**config.mk**
```make
export PLATFORM = sky130hd
export DESIGN_NAME = tagged_block_file_header_parser_top_flat
export DESIGN_NICKNAME = d
export VERILOG_FILES = /design/src/sv/bfhp_pkg.sv /design/src/sv/bfhp_in_if.sv /design/src/sv/bfhp_out_if.sv /design/src/sv/bfhp_out_stage.sv /design/src/sv/tagged_block_file_header_parser_top.sv /design/src/flat_wrapper.sv
export SDC_FILE = /design/constraint.sdc
export NUM_CORES = 1
export LEC_CHECK = 0
export BUFFER_PORTS_ARGS = -buffer_cell sky130_fd_sc_hd__buf_4
export CORE_UTILIZATION = 45
export CTS_CLUSTER_DIAMETER = 100
export DETAILED_ROUTE_END_ITERATION = 16
export GPL_ROUTABILITY_DRIVEN = 0
export PLACE_DENSITY = 0.62
export SYNTH_ARGS = -nofsm -noshare
export SYNTH_HDL_FRONTEND = slang
export SYNTH_HIERARCHICAL = 1
export SYNTH_SLANG_ARGS = --single-unit
```
**constraint.sdc**
```tcl
create_clock -name clk -period 46.9 [get_ports clk]
set_clock_uncertainty 0.05 [all_clocks]
set_input_delay 7.035 -clock clk [delete_from_list [all_inputs] [get_ports clk]]
set_output_delay 7.035 -clock clk [all_outputs]
set_load 0.01 [all_outputs]
```
**src/sv/bfhp_pkg.sv**
```systemverilog
package bfhp_pkg;

  typedef enum logic [10:0] {
    PH_MAGIC   = 11'b000_0000_0001,
    PH_PCHAR   = 11'b000_0000_0010,
    PH_ECHAR   = 11'b000_0000_0100,
    PH_VERSION = 11'b000_0000_1000,
    PH_CODE    = 11'b000_0001_0000,
    PH_SIZE    = 11'b000_0010_0000,
    PH_PTR     = 11'b000_0100_0000,
    PH_INDEX   = 11'b000_1000_0000,
    PH_COUNT   = 11'b001_0000_0000,
    PH_DATA    = 11'b010_0000_0000,
    PH_HALT    = 11'b100_0000_0000
  } phase_t;

  localparam logic [2:0] KIND_HDR_OK    = 3'd0;
  localparam logic [2:0] KIND_BLOCK     = 3'd1;
  localparam logic [2:0] KIND_END       = 3'd2;
  localparam logic [2:0] KIND_BAD_MAGIC = 3'd3;
  localparam logic [2:0] KIND_BAD_TYPE  = 3'd4;

  localparam logic [7:0] CH_PTR32  = 8'h5F;
  localparam logic [7:0] CH_PTR64  = 8'h2D;
  localparam logic [7:0] CH_LITTLE = 8'h76;
  localparam logic [7:0] CH_BIG    = 8'h56;

  localparam logic [2:0]  MAGIC_LAST = 3'd6;
  localparam logic [31:0] END_CODE   = 32'h454E_4442;

  typedef struct packed {
    logic [2:0]  kind;
    logic [1:0]  file_type;
    logic [31:0] code_word;
    logic [31:0] data_size;
    logic [63:0] prev_pointer;
    logic [31:0] sdna_index;
    logic [31:0] struct_count;
  } result_t;

  function automatic logic [7:0] magic_byte(input logic [2:0] idx);
    logic [7:0] val;
    case (idx)
      3'd0:    val = 8'h42;
      3'd1:    val = 8'h4C;
      3'd2:    val = 8'h45;
      3'd3:    val = 8'h4E;
      3'd4:    val = 8'h44;
      3'd5:    val = 8'h45;
      3'd6:    val = 8'h52;
      default: val = 8'h00;
    endcase
    return val;
  endfunction

  function automatic logic [31:0] shift32(input logic [31:0] r, input logic [7:0] b,
                                          input logic big);
    return big ? {r[23:0], b} : {b, r[31:8]};
  endfunction

  function automatic logic [63:0] shift64(input logic [63:0] r, input logic [7:0] b,
                                          input logic big);
    return big ? {r[55:0], b} : {b, r[63:8]};
  endfunction

endpackage

```
**src/sv/bfhp_in_if.sv**
```systemverilog
interface bfhp_in_if;
  logic       valid;
  logic       ready;
  logic [7:0] data_byte;
  logic       start_of_file;

  modport source (output valid, output data_byte, output start_of_file, input ready);
  modport sink   (input valid, input data_byte, input start_of_file, output ready);
endinterface

```
**src/sv/bfhp_out_if.sv**
```systemverilog
interface bfhp_out_if;
  logic        valid;
  logic        ready;
  logic [2:0]  kind;
  logic [1:0]  file_type;
  logic [31:0] code_word;
  logic [31:0] data_size;
  logic [63:0] prev_pointer;
  logic [31:0] sdna_index;
  logic [31:0] struct_count;

  modport source (output valid, output kind, output file_type, output code_word,
                  output data_size, output prev_pointer, output sdna_index,
                  output struct_count, input ready);
  modport sink   (input valid, input kind, input file_type, input code_word,
                  input data_size, input prev_pointer, input sdna_index,
                  input struct_count, output ready);
endinterface

```
**src/sv/bfhp_out_stage.sv**
```systemverilog
module bfhp_out_stage (
  input  logic              clk,
  input  logic              rst_n,
  input  logic              load,
  input  bfhp_pkg::result_t res,
  output logic              can_load,
  bfhp_out_if.source        out_chan
);
  import bfhp_pkg::*;

  logic    valid_r, valid_nxt;
  result_t data_r;

  assign can_load = !valid_r || out_chan.ready;

  always_comb begin
    valid_nxt = valid_r;
    if (load) begin
      valid_nxt = 1'b1;
    end else if (out_chan.ready) begin
      valid_nxt = 1'b0;
    end
  end

  always_ff @(posedge clk) begin
    if (!rst_n) begin
      valid_r <= 1'b0;
    end else begin
      valid_r <= valid_nxt;
    end
  end

  always_ff @(posedge clk) begin
    if (load) begin
      data_r <= res;
    end
  end

  assign out_chan.valid        = valid_r;
  assign out_chan.kind         = data_r.kind;
  assign out_chan.file_type    = data_r.file_type;
  assign out_chan.code_word    = data_r.code_word;
  assign out_chan.data_size    = data_r.data_size;
  assign out_chan.prev_pointer = data_r.prev_pointer;
  assign out_chan.sdna_index   = data_r.sdna_index;
  assign out_chan.struct_count = data_r.struct_count;

  a_load_only_when_free: assert property (@(posedge clk) disable iff (!rst_n)
    load |-> can_load) else $error("result loaded over a pending transaction");

  a_taken_clears: assert property (@(posedge clk) disable iff (!rst_n)
    valid_r && out_chan.ready && !load |=> !valid_r)
    else $error("result register not released");

  a_stall_holds: assert property (@(posedge clk) disable iff (!rst_n)
    valid_r && !out_chan.ready |=> valid_r && $stable(data_r))
    else $error("stalled result lost");

endmodule

```
**src/sv/tagged_block_file_header_parser_top.sv**
```systemverilog
// Byte-serial block file header parser. One file byte is taken per cycle on
// in_chan; start_of_file restarts parsing at that byte. Each byte updates the
// phase, a field byte counter and at most one field shift register together,
// so a byte can follow every cycle. A descriptor (header ok, block header, end
// block, bad magic, bad type) leaves through a result register in the cycle
// after the byte that completes it; in_chan stalls only while that register
// holds a transaction that out_chan has not taken. Bytes after the end block
// or an error are absorbed with no result until the next start_of_file.
module tagged_block_file_header_parser_top (
  input logic       clk,
  input logic       rst_n,
  bfhp_in_if.sink   in_chan,
  bfhp_out_if.source out_chan
);
  import bfhp_pkg::*;

  phase_t      phase_r, phase_nxt;
  logic [2:0]  cnt_r, cnt_nxt;
  logic [1:0]  kof_r, kof_nxt;
  logic [1:0]  off_r, off_nxt;
  logic [31:0] skip_r, skip_nxt;
  logic [31:0] code_r, code_nxt;
  logic [31:0] size_r, size_nxt;
  logic [63:0] ptr_r, ptr_nxt;
  logic [31:0] index_r, index_nxt;
  logic [31:0] count_r, count_nxt;

  phase_t      ph;
  logic [2:0]  cnt;
  logic [1:0]  kof;
  logic [1:0]  off;
  logic [31:0] skip;
  logic [7:0]  b;
  logic        acc;
  logic        can_load;
  logic        res_vld;
  result_t     res;

  assign in_chan.ready = can_load;
  assign acc           = in_chan.valid && in_chan.ready;
  assign b             = in_chan.data_byte;

  always_comb begin
    if (in_chan.start_of_file) begin
      ph   = PH_MAGIC;
      cnt  = 3'd0;
      kof  = 2'd0;
      off  = 2'd0;
      skip = 32'd0;
    end else begin
      ph   = phase_r;
      cnt  = cnt_r;
      kof  = kof_r;
      off  = off_r;
      skip = skip_r;
    end

    phase_nxt = ph;
    cnt_nxt   = cnt;
    kof_nxt   = kof;
    off_nxt   = off + 2'd1;
    skip_nxt  = skip;
    code_nxt  = code_r;
    size_nxt  = size_r;
    ptr_nxt   = ptr_r;
    index_nxt = index_r;
    count_nxt = count_r;
    res_vld   = 1'b0;
    res       = '0;

    unique case (ph)
      PH_MAGIC: begin
        if (cnt > MAGIC_LAST || b != magic_byte(cnt)) begin
          phase_nxt = PH_HALT;
          res_vld   = 1'b1;
          res.kind  = KIND_BAD_MAGIC;
        end else if (cnt == MAGIC_LAST) begin
          cnt_nxt   = 3'd0;
          phase_nxt = PH_PCHAR;
        end else begin
          cnt_nxt = cnt + 3'd1;
        end
      end
      PH_PCHAR: begin
        if (b == CH_PTR32 || b == CH_PTR64) begin
          kof_nxt   = {(b == CH_PTR64), 1'b0};
          phase_nxt = PH_ECHAR;
        end else begin
          phase_nxt = PH_HALT;
          res_vld   = 1'b1;
          res.kind  = KIND_BAD_TYPE;
        end
      end
      PH_ECHAR: begin
        if (b == CH_LITTLE || b == CH_BIG) begin
          kof_nxt   = {kof[1], kof[0] | (b == CH_BIG)};
          cnt_nxt   = 3'd0;
          phase_nxt = PH_VERSION;
        end else begin
          phase_nxt = PH_HALT;
          res_vld   = 1'b1;
          res.kind  = KIND_BAD_TYPE;
        end
      end
      PH_VERSION: begin
        if (cnt >= 3'd2) begin
          cnt_nxt       = 3'd0;
          phase_nxt     = PH_CODE;
          res_vld       = 1'b1;
          res.kind      = KIND_HDR_OK;
          res.file_type = kof;
        end else begin
          cnt_nxt = cnt + 3'd1;
        end
      end
      PH_CODE: begin
        if (!(cnt == 3'd0 && off != 2'd0)) begin
          code_nxt = {code_r[23:0], b};
          if (cnt >= 3'd3) begin
            cnt_nxt   = 3'd0;
            phase_nxt = PH_SIZE;
          end else begin
            cnt_nxt = cnt + 3'd1;
          end
        end
      end
      PH_SIZE: begin
        size_nxt = shift32(size_r, b, kof[0]);
        if (cnt >= 3'd3) begin
          cnt_nxt   = 3'd0;
          phase_nxt = PH_PTR;
        end else begin
          cnt_nxt = cnt + 3'd1;
        end
      end
      PH_PTR: begin
        ptr_nxt = kof[1] ? shift64(ptr_r, b, kof[0])
                         : {32'd0, shift32(ptr_r[31:0], b, kof[0])};
        if (kof[1] ? (cnt == 3'd7) : (cnt >= 3'd3)) begin
          cnt_nxt   = 3'd0;
          phase_nxt = PH_INDEX;
        end else begin
          cnt_nxt = cnt + 3'd1;
        end
      end
      PH_INDEX: begin
        index_nxt = shift32(index_r, b, kof[0]);
        if (cnt >= 3'd3) begin
          cnt_nxt   = 3'd0;
          phase_nxt = PH_COUNT;
        end else begin
          cnt_nxt = cnt + 3'd1;
        end
      end
      PH_COUNT: begin
        count_nxt = shift32(count_r, b, kof[0]);
        if (cnt >= 3'd3) begin
          cnt_nxt          = 3'd0;
          res_vld          = 1'b1;
          res.file_type    = kof;
          res.code_word    = code_r;
          res.data_size    = size_r;
          res.prev_pointer = ptr_r;
          res.sdna_index   = index_r;
          res.struct_count = count_nxt;
          if (code_r == END_CODE) begin
            res.kind  = KIND_END;
            phase_nxt = PH_HALT;
          end else begin
            res.kind  = KIND_BLOCK;
            skip_nxt  = size_r;
            phase_nxt = (size_r != 32'd0) ? PH_DATA : PH_CODE;
          end
        end else begin
          cnt_nxt = cnt + 3'd1;
        end
      end
      PH_DATA: begin
        if (skip != 32'd0) begin
          skip_nxt = skip - 32'd1;
        end
        if (skip <= 32'd1) begin
          phase_nxt = PH_CODE;
        end
      end
      PH_HALT: begin
        phase_nxt = PH_HALT;
      end
      default: begin
        phase_nxt = PH_HALT;
      end
    endcase
  end

  always_ff @(posedge clk) begin
    if (!rst_n) begin
      phase_r <= PH_MAGIC;
      cnt_r   <= 3'd0;
      kof_r   <= 2'd0;
      off_r   <= 2'd0;
      skip_r  <= 32'd0;
    end else if (acc) begin
      phase_r <= phase_nxt;
      cnt_r   <= cnt_nxt;
      kof_r   <= kof_nxt;
      off_r   <= off_nxt;
      skip_r  <= skip_nxt;
    end
  end

  always_ff @(posedge clk) begin
    if (acc) begin
      code_r  <= code_nxt;
      size_r  <= size_nxt;
      ptr_r   <= ptr_nxt;
      index_r <= index_nxt;
      count_r <= count_nxt;
    end
  end

  bfhp_out_stage u_out_stage (
    .clk      (clk),
    .rst_n    (rst_n),
    .load     (acc && res_vld),
    .res      (res),
    .can_load (can_load),
    .out_chan (out_chan)
  );

  a_halt_silent: assert property (@(posedge clk) disable iff (!rst_n)
    acc && !in_chan.start_of_file && phase_r == PH_HALT |-> !res_vld)
    else $error("result produced while halted");

  a_magic_count: assert property (@(posedge clk) disable iff (!rst_n)
    phase_r == PH_MAGIC |-> cnt_r <= MAGIC_LAST)
    else $error("magic byte counter overran");

  a_data_nonzero: assert property (@(posedge clk) disable iff (!rst_n)
    phase_r == PH_DATA |-> skip_r != 32'd0)
    else $error("data phase with nothing to skip");

  a_hdr_to_code: assert property (@(posedge clk) disable iff (!rst_n)
    acc && res_vld && res.kind == KIND_HDR_OK |=> phase_r == PH_CODE && cnt_r == 3'd0)
    else $error("header ok did not enter block code phase");

endmodule
```
**src/flat_wrapper.sv**
```systemverilog
// flat-port wrapper written by rule: the top's interface ports become plain ports
module tagged_block_file_header_parser_top_flat import bfhp_pkg::*;
  (clk, rst_n, in_chan_valid, in_chan_data_byte, in_chan_start_of_file, in_chan_ready, out_chan_valid, out_chan_kind, out_chan_file_type, out_chan_code_word, out_chan_data_size, out_chan_prev_pointer, out_chan_sdna_index, out_chan_struct_count, out_chan_ready);
  bfhp_in_if in_chan_i ();
  bfhp_out_if out_chan_i ();
  input logic clk;
  input logic rst_n;
  input wire logic [$bits(in_chan_i.valid)-1:0] in_chan_valid;
  input wire logic [$bits(in_chan_i.data_byte)-1:0] in_chan_data_byte;
  input wire logic [$bits(in_chan_i.start_of_file)-1:0] in_chan_start_of_file;
  output wire logic [$bits(in_chan_i.ready)-1:0] in_chan_ready;
  output wire logic [$bits(out_chan_i.valid)-1:0] out_chan_valid;
  output wire logic [$bits(out_chan_i.kind)-1:0] out_chan_kind;
  output wire logic [$bits(out_chan_i.file_type)-1:0] out_chan_file_type;
  output wire logic [$bits(out_chan_i.code_word)-1:0] out_chan_code_word;
  output wire logic [$bits(out_chan_i.data_size)-1:0] out_chan_data_size;
  output wire logic [$bits(out_chan_i.prev_pointer)-1:0] out_chan_prev_pointer;
  output wire logic [$bits(out_chan_i.sdna_index)-1:0] out_chan_sdna_index;
  output wire logic [$bits(out_chan_i.struct_count)-1:0] out_chan_struct_count;
  input wire logic [$bits(out_chan_i.ready)-1:0] out_chan_ready;
  assign in_chan_i.valid = in_chan_valid;
  assign in_chan_i.data_byte = in_chan_data_byte;
  assign in_chan_i.start_of_file = in_chan_start_of_file;
  assign in_chan_ready = in_chan_i.ready;
  assign out_chan_valid = out_chan_i.valid;
  assign out_chan_kind = out_chan_i.kind;
  assign out_chan_file_type = out_chan_i.file_type;
  assign out_chan_code_word = out_chan_i.code_word;
  assign out_chan_data_size = out_chan_i.data_size;
  assign out_chan_prev_pointer = out_chan_i.prev_pointer;
  assign out_chan_sdna_index = out_chan_i.sdna_index;
  assign out_chan_struct_count = out_chan_i.struct_count;
  assign out_chan_i.ready = out_chan_ready;
  tagged_block_file_header_parser_top u_core (.clk(clk), .rst_n(rst_n), .in_chan(in_chan_i), .out_chan(out_chan_i));
endmodule
```
Word-level counts from Yosys, hierarchy flattened
Cells that the tools add are included.
- eq/ne operators: 23
- $lt $le $gt $ge: 4
- reduce and logical (&&, ||, !) cells: 21
- $add $sub $neg: 3
- muxes and demuxes: 60
- bitwise operators: 2
- operators with widths (cell ; number):
    two-way mux 32 bit ; 9
    two-way mux 196 bit ; 1
    two-way mux 11 bit ; 14
    case mux 11 bit (10 select lines) ; 1
    two-way mux 64 bit ; 1
    case mux 32 bit (2 select lines) ; 1
    nonzero test 32 bit ; 2
    case mux 7 bit (6 select lines) ; 1
    == test 32 x 31 -> 1 bit (second input constant) ; 1
    less-or-equal comparator 32 x 1 -> 1 bit (second input constant) ; 1
    subtractor 32 x 1 -> 32 bit (second input constant) ; 1
    two-way mux 3 bit ; 10
    == test 8 x 7 -> 1 bit (second input constant) ; 3
    case mux 3 bit (6 select lines) ; 1
    case mux 3 bit (5 select lines) ; 1
    == test 3 bit (second input constant) ; 4
    two-way mux 2 bit ; 6
    == test 11 x 1 -> 1 bit (second input constant) ; 1
    == test 11 x 10 -> 1 bit (second input constant) ; 1
    == test 11 x 2 -> 1 bit (second input constant) ; 1
    == test 11 x 3 -> 1 bit (second input constant) ; 1
    == test 11 x 4 -> 1 bit (second input constant) ; 1
    == test 11 x 5 -> 1 bit (second input constant) ; 1
    == test 11 x 6 -> 1 bit (second input constant) ; 1
    other kinds (27) ; 48
- bits in registers: 440

Depth between registers and ports, before layout
- depth in word-level cells: 11
- mapped depth: 14
- gate-level depth less buffers: 11

By module
Netlist, hierarchy kept.
- modules (own cells, without submodules) (module ; cells each ; area an instance (um2) ; sequential area each (um2) ; instances):
    tagged_block_file_header_parser_top ; 1490 ; 13439.1 ; 6766.5 ; 1
    bfhp_out_stage ; 201 ; 5964.5 ; 5935.7 ; 1

Worst setup path after synthesis
Ideal clock, no wire load.
- path kind: input -> register
- from: input port in_chan_start_of_file
- to: register u_core.u_out_stage.valid_r, in the netlist u_core/u_out_stage/out_chan.valid
- path slack: 21437 ps
- path buffers: 2
- arrival time: 25304 ps
- stages on the path: 13
- cell sequence: buf_2 nand3b_1 inv_1 ha_1 buf_1 nor3_1 a211oi_1 a22oi_1 nand4bb_1 nand2b_1 a311oi_1 inv_1 a21boi_2
- cells in the longest elaborated chain, start to end: 11
- elaborated cells between the ends (all ways): 29
- RTL lines (what ; line ; text):
    from (decl) ; flat_wrapper.sv:10 ; input wire logic [$bits(in_chan_i.start_of_file)-1:0] in_chan_start_of_file;
    two-way mux 3 bit ; tagged_block_file_header_parser_top.sv:44 ; if (in_chan.start_of_file) begin
    == test 3 x 2 -> 1 bit or == test 3 bit (tied branches) ; bfhp_pkg.sv:43 ; case (idx)
    OR reduction 2 bit (no line) ; -- ;
    case mux 7 bit (6 select lines) ; bfhp_pkg.sv:43 ;
    two-way mux 8 bit ; tagged_block_file_header_parser_top.sv:71 ; unique case (ph)
    != test 8 bit ; tagged_block_file_header_parser_top.sv:73 ; if (cnt > MAGIC_LAST || b != magic_byte(cnt)) begin
    logical OR 1 bit ; tagged_block_file_header_parser_top.sv:73 ;
    two-way mux 1 bit ; tagged_block_file_header_parser_top.sv:73 ;
    case mux 1 bit (5 select lines) (*) ; tagged_block_file_header_parser_top.sv:71 ;
    logical AND 1 bit (*) ; tagged_block_file_header_parser_top.sv:224 ; .load (acc && res_vld),
    two-way mux 1 bit or nonzero test 2 bit (tied branches) ; -- ;
    to (signal assigned) ; bfhp_out_stage.sv:29 ; valid_r <= valid_nxt;
    to (decl) ; bfhp_out_stage.sv:11 ; logic valid_r, valid_nxt;
Mark *: on every way between the ends. The rest lies on a longest branch, timed or not. The select of a mux whose other input is x is not followed.
A chain may end at the register's enable or synchronous reset.

Worst setup path in the final report
- from: input port out_chan_ready
- to: output port in_chan_ready
- cells in the longest elaborated chain, start to end: 1
- RTL lines (what ; line ; text):
    from (decl) ; flat_wrapper.sv:20 ; input wire logic [$bits(out_chan_i.ready)-1:0] out_chan_ready;
    logical OR 1 bit ; bfhp_out_stage.sv:14 ; assign can_load = !valid_r || out_chan.ready;
    to (decl) ; flat_wrapper.sv:11 ; output wire logic [$bits(in_chan_i.ready)-1:0] in_chan_ready;
Every way passes these cells.

==> impl_metrics.py <==
metrics = {
    "timing": {
        "slew_viol_final": 0,
        "hold_viol": 0,
        "post-route-period-util_pct": 30.9,
        "rsz0062_at_grt": "false",
        "fin_crit_ps": 14510,
        "worst_pin_slew_ps": 1180,
        "setup_violations": 0,
        "maxSlewHeadroom_pct": 20.8,
        "setup_slack_ps": 32390,
        "timing.fmax_ghz": 0.0689,
        "fin_tns_setup_ps": 0,
    },
    "logic_synthesis": {
        "syn-num-nets": 1710,
        "avgSynthCellArea_um2": 11.5,
        "yosys_register_bits": 440,
        "synth_top_area_share_pct": 60.2,
        "async_flop_share_pct": 0,
        "synth_area_mm2": 0.0194,
        "synth_cells": 1691,
        "yosys_most_used_dff": "edfxtp_1",
        "yosys-top-cells-area": "edfxtp_1 60%, nand2_1 7.4%, and2_1 5.3%, dfxtp_1 5.3%, a21oi_1 2.6%",
        "synth_edf_count": 389,
        "synthDistinctLibCells": 85,
        "ys_warn_count": 6,
        "ys_seq_area_share_pct": 65.5,
        "synth_top_cell_by_area": "edfxtp_1",
    },
    "route": {
        "first_pass_iters": 5,
        "via_count": 14000,
        "first_iter_violations": 1387,
        "viasPerCell": 5.72,
        "ant_nets": 0,
        "wl_um": 52400,
        "wl_per_cell_um": 21.4,
        "drc": 0,
    },
    "global_route": {
        "grt_pass1_wl_um": 79400,
        "grt_pass1_vias": 13300,
        "grt_max_degree": 175,
        "grt.overflow.total": 0,
        "antenna_found_initial": 0,
        "grt_usage_pct": 23.7,
    },
    "place": {
        "dp_hpwl_um": 33700,
        "portBuffers": 211,
        "place_ws_ps": 32390,
    },
    "setup_path": {
        "critPathMostFrequentCell": "buf_4",
        "rr_worst_depth": 10,
        "critPathBufInv": 2,
        "path_cells": "buf_4 > nand2b_4 > buf_4",
        "worstPathArrival_ps": 7420,
        "critPathTopFamily": "buffers and inverters",
        "critical_path_required_ps": 39810,
        "slowest_delay_ps": 140,
        "cp.depth": 3,
        "cp-end-kind": "output port",
        "cp_max_fo": 4,
        "worstSetupPathType": "primary input to output port",
        "start_kind": "primary input",
        "cp_slowest_cell": "nand2b_4",
    },
    "clocking": {
        "post_cts_buffers": 0,
        "cts_buffers": 47,
        "path_clk_slew_ps": 50,
        "clock_latency_ps": 580,
        "clkSinkCount": 440,
        "clk_path_buf_depth": 3,
        "cts_tree": "built",
        "cts_root_buf": "clkbuf_16",
        "cts-htree-levels": 2,
        "ctsResizeCount": 0,
        "postCtsHoldBufs": 0,
    },
    "finish": {
        "ff_latch_area_mm2": 0.0127,
        "nFillCells": 3622,
        "multiInputGateArea_mm2": 0.00630,
        "layout.nets": 1890,
        "final_common_cell": "edfxtp_1",
        "drive_above_1_share_pct": 17.7,
        "final_cell_mix": "389 x edfxtp_1, 382 x nand2_1, 231 x buf_4",
        "antenna_cells": 0,
        "syn2layout_area_growth_pct": 18.4,
    },
    "power_and_ir_drop": {
        "p_per_area_mw_per_mm2": 37.6,
        "vdd_drop_max_mv": 0.0287,
        "p_leak_nw": 8.56,
    },
    "die": {
        "die_area_mm2": 0.0440,
        "die_h_um": 210,
        "core_mm2": 0.0422,
        "rows": 75,
        "initial_core_util_pct": 45.9,
        "chipWidth_um": 210,
        "pin_count": 212,
    },
    "hold_path": {
        "holdPathStages": 2,
        "hp-class": "register to register",
    },
    "job": {
        "drv_cap": 0,
    },
    "outcome": {
        "outcome": "finished, final reports clean",
    },
}
## worst min-delay path, delay by kind of cell, from the launching register on
family             cells  cell delay [ps]
DFF                    1              300
and+or+nand+nor        1               50
AOI/OAI and AO/OA      1               50
## routing by layer
metal | global-route usage (%) | vias up | routed length [µm]
met2 | 36.2 | 607 | 23900
met1 | 34.0 | 6790 | 23300
li1 | - | 6486 | -
met4 | 8.99 | 0 | 1800
met3 | 3.92 | 106 | 3480
met5 | 0 | - | 0
## through the flow
| stage | total power, mW | utilization (%) | std cells | hold slack, ps | area [µm²] |
|---|---|---|---|---|---|
| detailed placement | 0.508 | 50.9 | 2361 | 405 | 21500 |
| finish | 0.863 | 54.4 | 2447 | 412 | 23000 |
| global placement | 0.508 | 50.9 | 2361 | 391 | 21500 |
| CTS | 0.871 | 54.4 | 2447 | 413 | 23000 |
| global route | 0.890 | 54.4 | 2447 | 430 | 23000 |
| floorplan | 0.488 | - | 1691 | 382 | 19400 |
## state kept, by name, summed over array words and instances (netlist names)
register / cells
u_core/size_r: 32
u_core/index_r: 32
u_core/u_out_stage/out_chan.prev_pointer: 64
u_core/code_r: 32
u_core/u_out_stage/out_chan.struct_count: 32
u_core/ptr_r: 64
u_core/cnt_r: 3
u_core/u_out_stage/out_chan.sdna_index: 32
u_core/u_out_stage/out_chan.valid: 1
u_core/phase_r: 11
u_core/count_r: 32
u_core/u_out_stage/out_chan.file_type: 2
u_core/off_r: 2
u_core/u_out_stage/out_chan.data_size: 32
u_core/u_out_stage/out_chan.kind: 3
u_core/skip_r: 32
u_core/u_out_stage/out_chan.code_word: 32
u_core/kof_r: 2
## synthesized netlist by cell type, types with 12 or more instances
cell type,number
a31oi_1,19
and2_1,164
nor4_1,19
nor4b_1,13
nor2b_1,21
clkbuf_1,77
a21oi_1,99
edfxtp_1,389
o21ai_0,54
inv_1,12
nor3_1,27
dfxtp_1,51
nand2_1,383
a22oi_1,22
nor2_1,87
mux2i_1,24
nand3_1,17
## worst paths after layout
path | slack, ps | startpoint | end
max | 32390 | out_chan_ready | in_chan_ready
min | 410 | u_core/off_r[1] | u_core/off_r[1]
max reg2reg | 42990 | u_core/cnt_r[2] | u_core/u_out_stage/out_chan.prev_pointer[4]
min reg2reg | 410 | u_core/off_r[1] | u_core/off_r[1]
## power by group
| group | switching (mW) | leakage (nW) | internal, mW |
|---|---|---|---|
| combinational | 0.0352 | 3.85 | 0.0217 |
| clock | 0.152 | 0.735 | 0.211 |
| sequential | 0.00604 | 3.98 | 0.437 |
| total | 0.193 | 8.56 | 0.670 |
## final cells by class
| type | count | share of cell area (%) |
|---|---|---|
| inverter | 13 | 0.212 |
| timing repair buffer | 232 | 7.64 |
| clock inverter | 17 | 0.637 |
| tap | 539 | 2.94 |
| sequential | 440 | 55.3 |
| multi-input combinational | 1137 | 27.4 |
| clock buffer | 69 | 5.88 |
## cells by family (layout without fill, tap and decap cells)
kind of cell               after synthesis  after routing  synth area share, %
AOI/OAI and AO/OA                      300            300                 9.90
xor gates and xnor gates                 4              4                0.181
adders and majority gates                6              6                0.387
buffers and inverters                  114            331                 2.35
DFF                                    440            440                 65.5
muxes                                   28             28                 1.47
and+or+nand+nor                        799            799                 20.3
Note: power is estimated with default switching activity, not from simulation.
